`config.mk`:
```
export PLATFORM = sky130hd
export DESIGN_NAME = omp_walk
export DESIGN_NICKNAME = d
export VERILOG_FILES = /design/src/omp_pkg.sv /design/src/omp_walk.sv
export SDC_FILE = /design/constraint.sdc
export NUM_CORES = 1
export LEC_CHECK = 0
export ABC_AREA = 1
export BUFFER_PORTS_ARGS = -buffer_cell sky130_fd_sc_hd__buf_2
export CORE_MARGIN = 3
export CORE_UTILIZATION = 50
export DETAILED_ROUTE_END_ITERATION = 10
export PLACE_DENSITY = 0.81
export SLEW_MARGIN = 40
export SYNTH_ARGS = -nofsm -noshare
export SYNTH_HDL_FRONTEND = slang
export SYNTH_SLANG_ARGS = --single-unit
```
`constraint.sdc`:
```
create_clock -name clk -period 3.05 [get_ports clk]
set_clock_uncertainty 0.05 [all_clocks]
set_input_delay 0.1525 -clock clk [delete_from_list [all_inputs] [get_ports clk]]
set_output_delay 0.1525 -clock clk [all_outputs]
set_load 0.02 [all_outputs]
```
`src/omp_pkg.sv`:
```
// Shared constants and types for the occupancy max pyramid.
package omp_pkg;

    localparam int MaxWidth  = 512;
    localparam int MaxHeight = 512;
    localparam int MaxLevels = 8;

    localparam int ColW  = $clog2(MaxWidth);
    localparam int RowW  = $clog2(MaxHeight);
    localparam int AddrW = ColW + RowW;
    localparam int LvlW  = 3;
    localparam int DimW  = 10;

    typedef enum logic [2:0] {
        CFG_MAP_WIDTH   = 3'd0,
        CFG_MAP_HEIGHT  = 3'd1,
        CFG_LEVEL_COUNT = 3'd2,
        CFG_NEGATE_MODE = 3'd3,
        CFG_PIXEL_MAX   = 3'd4
    } cfg_idx_t;

    localparam logic       CMD_WRITE  = 1'b0;
    localparam logic       CMD_READ   = 1'b1;
    localparam logic [1:0] ST_OK      = 2'd0;
    localparam logic [1:0] ST_BAD_ADR = 2'd1;
    localparam logic [1:0] ST_BAD_LVL = 2'd2;

    typedef struct packed {
        logic [ColW-1:0] col;
        logic [RowW-1:0] row;
        logic            wr;
        logic [7:0]      wdata;
        logic            last;
    } mem_op_t;

endpackage

```
`src/omp_walk.sv`:
```
// Window address walker: issues cells row by row, clipped at the map edge.
module omp_walk
    import omp_pkg::*;
(
    input  logic            clk,
    input  logic            rst_n,
    input  logic            start,
    input  logic [ColW-1:0] col,
    input  logic [RowW-1:0] row,
    input  logic [LvlW-1:0] level,
    input  logic [DimW:0]   w,
    input  logic [DimW:0]   h,
    output logic            active,
    output mem_op_t         op
);
    logic [ColW-1:0] c0_reg, c_reg;
    logic [RowW-1:0] r_reg;
    logic [DimW:0]   cend_reg, rend_reg;
    logic [DimW:0]   cend, rend;
    logic            busy_reg;
    logic            col_last, row_last;

    always_comb
    begin
        cend = (DimW+1)'(col) + ((DimW+1)'(1) << level);
        rend = (DimW+1)'(row) + ((DimW+1)'(1) << level);
        if (cend > w) cend = w;
        if (rend > h) rend = h;
    end

    assign col_last = ((DimW+1)'(c_reg) + 1'b1) >= cend_reg;
    assign row_last = ((DimW+1)'(r_reg) + 1'b1) >= rend_reg;
    assign active = busy_reg;
    assign op = '{col: c_reg, row: r_reg, wr: 1'b0, wdata: 8'd0,
                  last: col_last && row_last};

    always_ff @(posedge clk or negedge rst_n)
    begin
        if (!rst_n)
        begin
            busy_reg <= 1'b0;
        end
        else if (start)
        begin
            busy_reg <= 1'b1;
            c0_reg <= col;
            c_reg <= col;
            r_reg <= row;
            cend_reg <= cend;
            rend_reg <= rend;
        end
        else if (busy_reg)
        begin
            if (col_last)
            begin
                c_reg <= c0_reg;
                r_reg <= r_reg + 1'b1;
                if (row_last)
                begin
                    busy_reg <= 1'b0;
                end
            end
            else
            begin
                c_reg <= c_reg + 1'b1;
            end
        end
    end
endmodule

```
# == Word-level counts from Yosys, hierarchy flattened ==
# Index checks and enable logic that the tools add are counted.
# totals
ff_bits,50
latch_bits,0
mem_bits_rw,0
mem_bits_ro,0
in_bits,46
out_inout_bits,29
elab_cells,35
memories,0
# classes
n_addsub,6
multipliers,0
div,0
order_cmp,4
eq_ne,0
n_shift,1
mux,12
bitwise,0
reduce_logical,6
# op_table
operator,count
$mux 9,6
$add 9x11->11,2
$ge 10x11->1,2
$gt 11x11->1,2
$mux 11,2
$add 9x1->10 const B,2
$add 9x1->9 const B,2
$shl 1x3->11 const A,1
$mux 1,4
$reduce_and 2->1,2
$reduce_bool 2->1,2
$reduce_and 3->1,1
$logic_and 1x1->1,1

# == Depth between registers and ports, before layout ==
# depth
ltp_word,6
mapped_depth,23
ltp_nobuf,22

# == Least setup slack after synthesis ==
# Ideal clock, no wire load.
# synth_path
kind,register to register
startpoint,reg c_reg[0]
endpoint,reg r_reg[0] (enable)
setup_time_ns,0.336
t_arrival_ns,2.574
required_time_ns,2.664
path_slack_ns,0.090
stages_incl_launch_ff,16
path_buffers,1
period_less_slack_ns,2.960
cell_sequence,edfxtp_1 > ha_1 > nand2_1 > nor2_1 > nand4_1 > xor2_1 > inv_1 > ha_1 > nand2_1 > nor2_1 > nand2_1 > nor3_2 > o21ai_2 > nand2_2 > buf_6 > o21a_1
# synth_via
elab_chain_cells,4
# synth_rtl
element,line_no,text
"start, declared",omp_walk.sv:16,"logic [ColW-1:0] c0_reg, c_reg;"
"start signal, assigned",omp_walk.sv:47,c_reg <= col;
"start signal, assigned",omp_walk.sv:56,c_reg <= c0_reg;
"start signal, assigned",omp_walk.sv:65,c_reg <= c_reg + 1'b1;
$add 9x1->10,omp_walk.sv:31,assign col_last = ((DimW+1)'(c_reg) + 1'b1) >= cend_reg;
$ge 10x11->1,omp_walk.sv:31,
$reduce_bool 2->1 (no source line),--,
$reduce_and 3->1 (no source line),--,
"end signal, assigned",omp_walk.sv:48,r_reg <= row;
"end signal, assigned",omp_walk.sv:57,r_reg <= r_reg + 1'b1;
"end, declared",omp_walk.sv:17,logic [RowW-1:0] r_reg;
# Every way passes these cells.
# A chain may end at the register's enable or synchronous reset.

==> impl_metrics.tcl <==
set metrics [dict create \
    path_max_fanout 5 \
    hpwl_mm 9.416 \
    path_cells "buf_4 > and3_1 > nand3_1 > xor2_1 > inv_1 > ha_1 > nand2_1 > o21ai_0 > a31oi_2 > nand2_2 > buf_6 > nand2_2 > inv_1 > buf_6" \
    ys_ff_latch 50 \
    hold_viol 0 \
    cts.sinks 50 \
    p_sw_share_pct 34.36 \
    first_iter_violations 338 \
    path_class "reg -> out" \
    wl_per_cell_um 13.76 \
    cts_tree "done" \
    antenna_left 0 \
    root_buffer "clkbuf_8" \
    seqPwrFrac_pct 41.8 \
    max_freq_mhz 336.8 \
    worstPathArrival_ps 2770 \
    gp_congestion 0.9624 \
    slew_viol_final 0 \
    synth_top_family_by_area "simple AND/OR/NAND/NOR gates" \
    ir_worst_vdd_mv 0.2495 \
    power_leakage_nw 3.064 \
    row_count 34 \
    worstSetupEndpointType "primary output" \
    ioPinCount 75 \
    drv_cap 0 \
    cp-endpoint "op[0]" \
    syn-mean-instance-area_sq_um 7.456 \
    synth_simple_gate_area_share_pct 31.23 \
    drc_errors 0 \
    yosys_warnings 0 \
    cp.required_ps 2850 \
    fin_crit_sh_pct 97.34 \
    seqCellArea_sq_um 1496 \
    yosysSeqAreaShare_pct 31.71 \
    rr_endpoint "r_reg[4]" \
    die-width_um 103.2 \
    dp_slack_ps -113.6 \
    final_core_util_pct 62.44 \
    powerDensity_nw_per_um2 376.2 \
    hold_ws_ps 35.36 \
    min_from "col[7]" \
    hold_class "in -> reg" \
    rsz0062_at_grt "yes" \
    drt-total-wl_mm 11.60 \
    critPathLaunchType "register" \
    status "complete, no violations" \
    cts_made_buffers 5 \
    gr-usage-all-layers_pct 21.90 \
    h-tree-depth 2 \
    synthXorXnorAreaFrac_pct 3.287 \
    synthCells 633 \
    ys_types 43 \
    multi_input_area_sq_um 2745 \
    clkLatencyLatePin_ps 310 \
    synthToLayoutAreaGrowth_pct 18.19 \
    die_area_sq_um 10640 \
    synth.area.mux_share_pct 0 \
    gr-total-overflow 0 \
    layout.nets 832 \
    clk_pin_slew_worst_paths_ps 90 \
    grt_pass1_vias 4104 \
    grt_max_degree 32 \
    async_flop_share_pct 2.000 \
    nFillCells 802 \
    crit_slowest_cell "edfxtp_1" \
    viasPerCell 5.261 \
    clock_path_buffers 2 \
    fin_ws_ps 81.07 \
    fin_crit_ps 2969 \
    p_switching_w 0.0007211 \
    startpoint "c_reg[0]" \
    synth_area_sq_um 4720 \
    start_util_pct 52.83 \
    portBuffers 65 \
    internal_power_w 0.001377 \
    timing.rr.start "c_reg[0]" \
    vias 4435 \
    synthAdderAreaFrac_pct 13.79 \
    synthFlopType "edfxtp_1" \
    diodes 0 \
    cpPeakStageDelay_ps 410 \
    pwr-share-clk_pct 22.3 \
    first_pass_iters 5 \
    comb_power_share_pct 35.8 \
    antenna_found_initial 0 \
    dieHeight_um 103.2 \
    core_area_sq_um 8934 \
    setup_violations 0 \
    ff2ff_path_depth 13 \
    synth_compound_area_share_pct 7.131 \
    r2r_slack_ps 130 \
    drive_gt1_share_pct 20.82 \
    synth_edf_count 49 \
    grt_pass1_wl_mm 18.53 \
]
==> placed cells by master, fill, tap and decap left out, types with 2 or more instances in the layout <==
master	synthesis	final
o21ai_0	28	27
and2_1	10	10
nand3_2	3	4
xor2_2	1	3
nor3_2	1	4
clkbuf_8	0	5
buf_6	4	4
xor2_1	11	9
ha_1	52	50
and3_1	3	3
nand4_2	2	2
inv_2	2	4
nand3b_1	3	3
buf_4	10	33
xnor2_1	3	2
a21o_1	3	3
nand3_1	64	63
nor2_4	1	2
nor3_1	6	3
buf_2	2	63
nand2_1	169	167
a21boi_0	2	2
a22oi_1	2	2
o21ai_1	6	7
edfxtp_1	49	49
nand2_2	11	13
conb_1	1	11
or3_1	2	2
inv_1	119	117
nor2_1	22	20
nand4_1	11	11
a21oi_1	17	16
==> worst min path at each step <==
stage | endpoint | cells after the start
floorplan | active | 0
global placement | active | 1
detailed placement | active | 1
CTS | c0_reg[5] | 1
global route | c0_reg[7] | 1
finish | c0_reg[7] | 1
==> synthesized netlist by cell type, types with 3 or more instances <==
master / count / share of area, %
xnor2_1: 3 / 0.56
and3_1: 3 / 0.40
nand3_2: 3 / 0.64
a21oi_1: 17 / 1.8
nand3b_1: 3 / 0.48
a21o_1: 3 / 0.48
inv_1: 119 / 9.5
xor2_1: 11 / 2.0
nand3_1: 64 / 6.8
edfxtp_1: 49 / 31
nor3_1: 6 / 0.64
nor2_1: 22 / 1.7
ha_1: 52 / 14
nand4_1: 11 / 1.5
o21ai_1: 6 / 0.64
buf_6: 4 / 0.95
buf_4: 10 / 1.6
o21ai_0: 28 / 3.0
and2_1: 10 / 1.3
nand2_2: 11 / 1.5
nand2_1: 169 / 13
==> what timing repair did <==
action,in CTS,in global routing
hold buffers,1,0
endpoints found under the setup margin,1,30
hold endpoints to repair,1,0
buffers inserted,4,6
pin swaps,3,7
gates resized for setup,2,23
==> worst max-delay path, delay by kind of cell (launching register included) <==
family | cells | cell delay (ps)
compound gates | 2 | 400
xor+xnor | 1 | 250
fa+ha+maj | 1 | 270
buf+inv | 5 | 530
flops | 1 | 410
simple gates | 5 | 590
==> final cells by class <==
cell class / instances / area share [%]
multi-input combinational: 453 / 49.21
clock inverter: 2 / 0.6729
clock buffer: 6 / 1.301
tap: 108 / 2.423
inverter: 122 / 8.345
timing repair buffer: 102 / 11.22
sequential: 50 / 26.83
==> power groups by stage <==
stage	Sequential, W	Combinational [W]	Clock, W
3_3_place_gp	0.000888	0.000668	0
6_report	0.000878	0.000752	0.000469
2_1_floorplan	0.000914	0.000459	0
4_1_cts	0.000875	0.000712	0.000470
3_5_place_dp	0.000892	0.000695	0
5_1_grt	0.000885	0.000847	0.000498
==> cells by family after synthesis <==
| kind of cell | after synthesis |
|---|---|
| adder cells (fa/ha/maj) | 52 |
| flip-flops | 50 |
| other | 1 |
| XOR/XNOR | 16 |
| AO/OA/AOI/OAI | 61 |
| buffers and inverters | 140 |
| AND/OR/NAND/NOR | 313 |
==> metrics by stage <==
stage          instances  TNS, ps  total power (W)  area [sq um]
6_report             843        0         0.002099          5578
5_1_grt              843   -525.4         0.002230          5578
4_1_cts              837        0         0.002057          5435
3_5_place_dp         824    -1432         0.001587          5275
3_3_place_gp         824   -87.58         0.001556          5275
2_1_floorplan        643        0         0.001373          4757
==> layer usage <==
layer,track usage [%],part of all wire (%)
met3,2.503,6.3
met4,6.175,2.0
met2,36.56,48
met1,30.07,44
met5,0,0
(Power assumes the default switching activity.)
