`src/omp_pkg.sv`:
```
// Shared constants and types for the occupancy max pyramid.
package omp_pkg;

    localparam int MaxWidth  = 512;
    localparam int MaxHeight = 512;
    localparam int MaxLevels = 8;

    localparam int ColW  = $clog2(MaxWidth);
    localparam int RowW  = $clog2(MaxHeight);
    localparam int AddrW = ColW + RowW;
    localparam int LvlW  = 3;
    localparam int DimW  = 10;

    typedef enum logic [2:0] {
        CFG_MAP_WIDTH   = 3'd0,
        CFG_MAP_HEIGHT  = 3'd1,
        CFG_LEVEL_COUNT = 3'd2,
        CFG_NEGATE_MODE = 3'd3,
        CFG_PIXEL_MAX   = 3'd4
    } cfg_idx_t;

    localparam logic       CMD_WRITE  = 1'b0;
    localparam logic       CMD_READ   = 1'b1;
    localparam logic [1:0] ST_OK      = 2'd0;
    localparam logic [1:0] ST_BAD_ADR = 2'd1;
    localparam logic [1:0] ST_BAD_LVL = 2'd2;

    typedef struct packed {
        logic [ColW-1:0] col;
        logic [RowW-1:0] row;
        logic            wr;
        logic [7:0]      wdata;
        logic            last;
    } mem_op_t;

endpackage

```
`src/omp_conv.sv`:
```
// Raw pixel to occupancy: (510*n + m) / (2m), sequential restoring divider.
module omp_conv
    import omp_pkg::*;
(
    input  logic       clk,
    input  logic       rst_n,
    input  logic       start,
    input  logic [7:0] raw,
    input  logic [7:0] pmax,
    input  logic       negate,
    output logic       done,
    output logic [7:0] occ
);
    logic [7:0]  m;
    logic [7:0]  p;
    logic [7:0]  n;
    logic [16:0] num;
    logic [16:0] rem_reg, rem_next;
    logic [8:0]  den_reg;
    logic [8:0]  q_reg, q_next;
    logic [3:0]  cnt_reg;
    logic        busy_reg;
    logic [17:0] trial;

    assign m   = (pmax == 8'd0) ? 8'd1 : pmax;
    assign p   = (raw > m) ? m : raw;
    assign n   = negate ? p : (m - p);
    assign num = 17'(n * 9'd510) + 17'(m);

    // 9 quotient bits, one per cycle
    always_comb
    begin
        trial = {1'b0, rem_reg} - ({9'd0, den_reg} << cnt_reg);
        rem_next = rem_reg;
        q_next = q_reg;
        if (!trial[17])
        begin
            rem_next = trial[16:0];
            q_next = q_reg | (9'd1 << cnt_reg);
        end
    end

    always_ff @(posedge clk or negedge rst_n)
    begin
        if (!rst_n)
        begin
            busy_reg <= 1'b0;
            done <= 1'b0;
            cnt_reg <= '0;
        end
        else
        begin
            done <= 1'b0;
            if (start)
            begin
                busy_reg <= 1'b1;
                rem_reg <= num;
                den_reg <= {m, 1'b0};
                q_reg <= '0;
                cnt_reg <= 4'd8;
            end
            else if (busy_reg)
            begin
                rem_reg <= rem_next;
                q_reg <= q_next;
                if (cnt_reg == 4'd0)
                begin
                    busy_reg <= 1'b0;
                    done <= 1'b1;
                end
                else
                begin
                    cnt_reg <= cnt_reg - 4'd1;
                end
            end
        end
    end

    assign occ = q_reg[8] ? 8'hFF : q_reg[7:0];
endmodule

```
`config.mk`:
```
export PLATFORM = sky130hd
export DESIGN_NAME = omp_conv
export DESIGN_NICKNAME = d
export VERILOG_FILES = /design/src/omp_pkg.sv /design/src/omp_conv.sv
export SDC_FILE = /design/constraint.sdc
export NUM_CORES = 1
export LEC_CHECK = 0
export CAP_MARGIN = 30
export CELL_PAD_IN_SITES_DETAIL_PLACEMENT = 2
export CELL_PAD_IN_SITES_GLOBAL_PLACEMENT = 2
export CORE_ASPECT_RATIO = 1.2
export CORE_MARGIN = 3
export CORE_UTILIZATION = 41
export CTS_CLUSTER_SIZE = 8
export DETAILED_ROUTE_END_ITERATION = 6
export DONT_BUFFER_PORTS = 1
export PLACE_DENSITY_LB_ADDON = 0.1
export RECOVER_POWER = 25
export SETUP_SLACK_MARGIN = 0.15
export SLEW_MARGIN = 20
export SYNTH_ARGS = -nofsm -noshare
export SYNTH_HDL_FRONTEND = slang
export SYNTH_SLANG_ARGS = --single-unit
```
`constraint.sdc`:
```
create_clock -name clk -period 5.37 [get_ports clk]
set_input_delay 0.2685 -clock clk [delete_from_list [all_inputs] [get_ports clk]]
set_output_delay 0.2685 -clock clk [all_outputs]
set_load 0.03 [all_outputs]
```
==> out/results.txt, run 1 <==
Run status -> stopped before the end
Failed at -> global routing
Log Error -> [ERROR DPL-0033] detailed placement checks failed during check placement.
FP Rows -> 46
Worst_ep grt -> rem_reg[15]$_DFFE_PP_/D
Clock Sinks -> 39
Root buf cell -> clkbuf_16
Largest net degree at the start of global routing -> 39
Ports -> 29
Syn_nets -> 776
CTS Buffer Depth -> 2
Starting Density -> 42.30%
Total CTS buffers -> 5
Flops & latches, synth -> 39
Synthesis warning total -> 0
GP Congestion -> 0.8789
Worst ep type -> register data pin
Cells after Synth -> 648
Die Y-Extent -> 134.6 µm
Mapped Area -> 5648 µm²
# H-tree levels -> 2
Synthesized area per cell -> 8.716 µm²
Ys flop type -> edfxtp_1
Register area share after synthesis -> 20.20%
Number of synthesized flops with an enable pin -> 33
Die width -> 113.1 µm
Detailed Place HPWL -> 18.40 mm
# placed instances -> 896
Post-synth cell types -> 67
DP Worst Slack -> -2462 ps
FFs w/ async S/R, synth -> 15.38%
Number of port buffers -> 0
Initial antenna violation count -> 0
-- cells in the mapped netlist (3+ instances only) --
cell type	number	area, µm²
ha_1	84	1051
inv_1	78	292.8
a21oi_1	46	230.2
nor2_1	45	168.9
nand2_1	42	157.7
o21ai_0	34	170.2
edfxtp_1	33	991.0
xnor2_1	30	262.8
fa_1	24	480.5
xor2_1	23	201.4
clkbuf_1	19	71.32
a21o_1	17	127.6
a31oi_1	13	81.33
mux2i_1	13	130.1
nor2b_1	12	75.07
or2_2	10	62.56
and3_1	8	50.05
nand2b_1	8	50.05
a211oi_1	7	52.55
a22oi_1	7	52.55
dfrtp_1	6	150.1
nand3_1	6	30.03
nor3_1	6	30.03
o21a_1	6	45.04
mux2_2	5	56.30
nor4_1	5	31.28
a21oi_2	4	35.03
nand4_1	4	25.02
o211ai_1	4	30.03
and2_1	3	18.77
o21ai_1	3	15.01
-- metrics by stage --
step	instance area, µm²	hold slack [ps]	utilization, %
3_5_place_dp	6805	-26.54	50.97
2_1_floorplan	5907	-27.09	-
4_1_cts	7400	34.68	55.42
3_3_place_gp	6805	-26.61	50.97
-- what timing repair did --
item / 4_1_cts
gates resized for setup: 57
hold buffers: 1
endpoints found under the setup margin: 13
hold endpoints to repair: 6
setup buffers: 17
pin swaps: 52
gates cloned: 0
-- logic make-up after synthesis --
kind of cell,Yosys count,synth area share [%]
adders and majority gates,109,27.32
and+or+nand+nor,160,13.98
buffers and inverters,101,6.735
muxes,19,3.699
DFF,39,20.20
AOI/OAI and AO/OA,166,19.36
xor gates and xnor gates,54,8.706
==> inputs of run 2 (changes only) <==
- CELL_PAD_IN_SITES_DETAIL_PLACEMENT: 2 -> default
- CELL_PAD_IN_SITES_GLOBAL_PLACEMENT: 2 -> default
- CORE_ASPECT_RATIO: 1.2 -> default
- CORE_UTILIZATION: 41 -> 35
- CTS_CLUSTER_SIZE: 8 -> default
- PLACE_DENSITY_LB_ADDON: 0.1 -> 0.15
- SETUP_SLACK_MARGIN: 0.15 -> default
==> run 2 against run 1 <==
Effect of this change:
- the flow now finishes, with violations (setup timing)
- area after synthesis unchanged
- synthesized cell count stayed put
==> out/results.txt, run 2 <==
Total gr overflow -> 0
Largest net degree at the start of global routing -> 39
GP Congestion -> 0.8363 (-4.8%)
Synthesis warning total -> 0 (unchanged)
Min-Delay Startpoint -> start
Max-slew headroom -> 61.78%
Post-route setup slack -> -1647 ps
Critical Path Start Type -> input port
Worst reg-to-reg setup slack -> 970 ps
P&R area growth vs syn -> 28.44%
Top cells by count, synth -> ha_1 (84), inv_1 (78), a21oi_1 (46)
Commonest non-fill, non-tap cell in the layout -> buf_4
Number of nets in the layout -> 878
Routed vias/inst -> 5.061
FP Rows -> 45 (-2.2%)
Total of max-cap violations -> 0
1st-iter DRT viols -> 255
TritonCTS clock tree -> built
CTS Buffer Depth -> 2 (unchanged)
Main combinational cell family by area after synthesis -> adder cells
Inserted Diodes -> 0
R2r startpoint -> cnt_reg[0]
Final slew viol count -> 0
Clock-pin slew on the worst setup and hold paths -> 60 ps
Flops & latches, synth -> 39 (unchanged)
Die width -> 133.0 µm (+18%)
Run status -> finished, violations left
FFs w/ async S/R, synth -> 15.38% (unchanged)
FF-to-FF path depth -> 13
Total CTS buffers -> 5 (unchanged)
Worst-Margin Slew -> 573.3 ps
Clock latency reported for the late side of the worst-skew pair -> 290 ps
Final period util -> 130.7%
CP max stage cell -> fa_1
Clock Sinks -> 39 (unchanged)
Failing checks -> setup timing
Root buf cell -> clkbuf_16
GRT Overall Usage -> 15.99%
Final hold viol count -> 0
Share of cells above drive strength 1 -> 28.50%
DRC Markers -> 0
Register area share after synthesis -> 20.20% (unchanged)
Hold depth -> 1
Worst Path Required -> 5400 ps
Reg-to-reg endpoint -> rem_reg[16]
Simple-gate area share of the yosys netlist -> 13.98% (unchanged)
Most frequent cell after synthesis -> ha_1
Worst EP arrival -> 7040 ps
Adder-Cell Fraction of Synth Area -> 27.32% (unchanged)
Detailed Place HPWL -> 11.18 mm (-39%)
DP Worst Slack -> -2038 ps (+423.5 ps)
Hold_ws -> 49.51 ps
Ys flop type -> edfxtp_1
Mapped Area -> 5648 µm² (unchanged)
Fin crit period -> 7017 ps
# H-tree levels -> 2 (unchanged)
CP most frequent cell -> fa_1
RSZ-0062 raised after global routing -> yes
WL final -> 13.80 mm
Starting Density -> 36.48% (-5.8 points)
Number of synthesized flops with an enable pin -> 33 (unchanged)
Setup crit end kind -> register
Post-route ant nets -> 0
Fillers -> 1502
Core Area -> 15480 µm²
Synth Area in XOR/XNOR -> 8.706% (unchanged)
Worst Clk Skew -> 6.963 ps
Vias in the first global route -> 5089
Hold crit path type -> input port to register
Setup-failing EPs final -> 12
Via count -> 4869
Complex-gate fraction of the synthesized area -> 19.36% (unchanged)
Die area -> 17700 µm²
Post-synthesis mux area share -> 3.700% (unchanged)
Post-synth cell types -> 67 (unchanged)
FMAX -> 142.5 MHz
Dominant cell type by area after synthesis -> ha_1
Most frequent cells in the layout -> buf_4 (115), ha_1 (74), inv_1 (70)
Syn_nets -> 776 (unchanged)
Hold Path End -> cnt_reg[0]
First-pass GRT wire length -> 23.74 mm
Initial antenna violation count -> 0
Wire per inst -> 14.34 µm
Ports -> 29 (unchanged)
Max FFs per register -> 16
Cells after Synth -> 648 (unchanged)
Post-synth top area share -> 18.61% (unchanged)
Kind of critical path -> input port to register
Setup TNS -> -14670 ps
Slowest Stage Delay on Critical Path -> 540 ps
Number of port buffers -> 0 (unchanged)
1st-pass router iterations -> 5
Die Y-Extent -> 133.0 µm (-1.1%)
CP max FO -> 7
Top cells by area, synth -> ha_1 (19%), edfxtp_1 (18%), fa_1 (8.5%)
Synthesized area per cell -> 8.716 µm² (unchanged)
run 2: cell counts after synthesis:
No cell type changed its count.
run 2: how the worst max path moves through the flow:
stage,startpoint,to,slack [ps],cells past startpoint
after floorplan,pmax[5],rem_reg[16],-1780,35
after global placement,pmax[5],rem_reg[13],-1880,31
after detailed placement,pmax[5],rem_reg[13],-2040,31
after CTS,pmax[5],rem_reg[16],-1620,31
after global routing,pmax[5],rem_reg[16],-2070,34
final,pmax[5],rem_reg[16],-1650,32
run 2: cells by family after synthesis:
logic type	count (synthesis)
xor gates and xnor gates	54
DFF	39
AOI/OAI and AO/OA	166
and+or+nand+nor	160
adders and majority gates	109
muxes	19
buffers and inverters	101
run 2: worst max-delay path: cells and delay by family:
| family | cells | cell delay [ps] |
|---|---|---|
| adders and majority gates | 8 | 2810 |
| and+or+nand+nor | 9 | 1550 |
| AOI/OAI and AO/OA | 8 | 1690 |
| muxes | 1 | 90 |
| xor gates and xnor gates | 2 | 360 |
| buffers and inverters | 4 | 240 |
run 2: metrics by stage:
stage	instances	instance area, µm²	util [%]
3_3_place_gp	940	6854	44.27
4_1_cts	956	7114	45.95
5_1_grt	962	7254	46.85
3_5_place_dp	940	6854	44.27
2_1_floorplan	648	5907	-
6_report	962	7254	46.85
run 2: routing by layer:
| layer | part of all wire (%) | global-route usage (%) | vias to the layer above | wire, µm |
|---|---|---|---|---|
| met5 | 0 | 0 | - | 0 |
| met4 | 2.6 | 5.774 | 0 | 361 |
| met3 | 3.1 | 1.711 | 18 | 434 |
| met2 | 51 | 29.03 | 81 | 7017 |
| met1 | 43 | 19.47 | 2294 | 5982 |
| li1 | - | - | 2476 | - |
run 2: final cells by class:
type / instances / area, µm² / share of cell area, %
Multi-Input combinational cell: 508 / 4513 / 62.21
Sequential cell: 39 / 1141 / 15.73
Timing Repair Buffer: 117 / 884.6 / 12.19
Inverter: 79 / 296.5 / 4.088
Tap cell: 211 / 264.0 / 3.639
Clock buffer: 6 / 138.9 / 1.914
Clock inverter: 2 / 16.27 / 0.2242
run 2: repair_timing:
action,4_1_cts,5_1_grt
pin swaps,7,12
resized for setup,6,19
hold endpoints to repair,6,0
hold buffers,1,0
setup endpoints to repair,13,13
setup buffers,7,6
Power of run 2 is not shown: default switching activity piles up to over one toggle a cycle in this logic, so the estimate is an artifact.
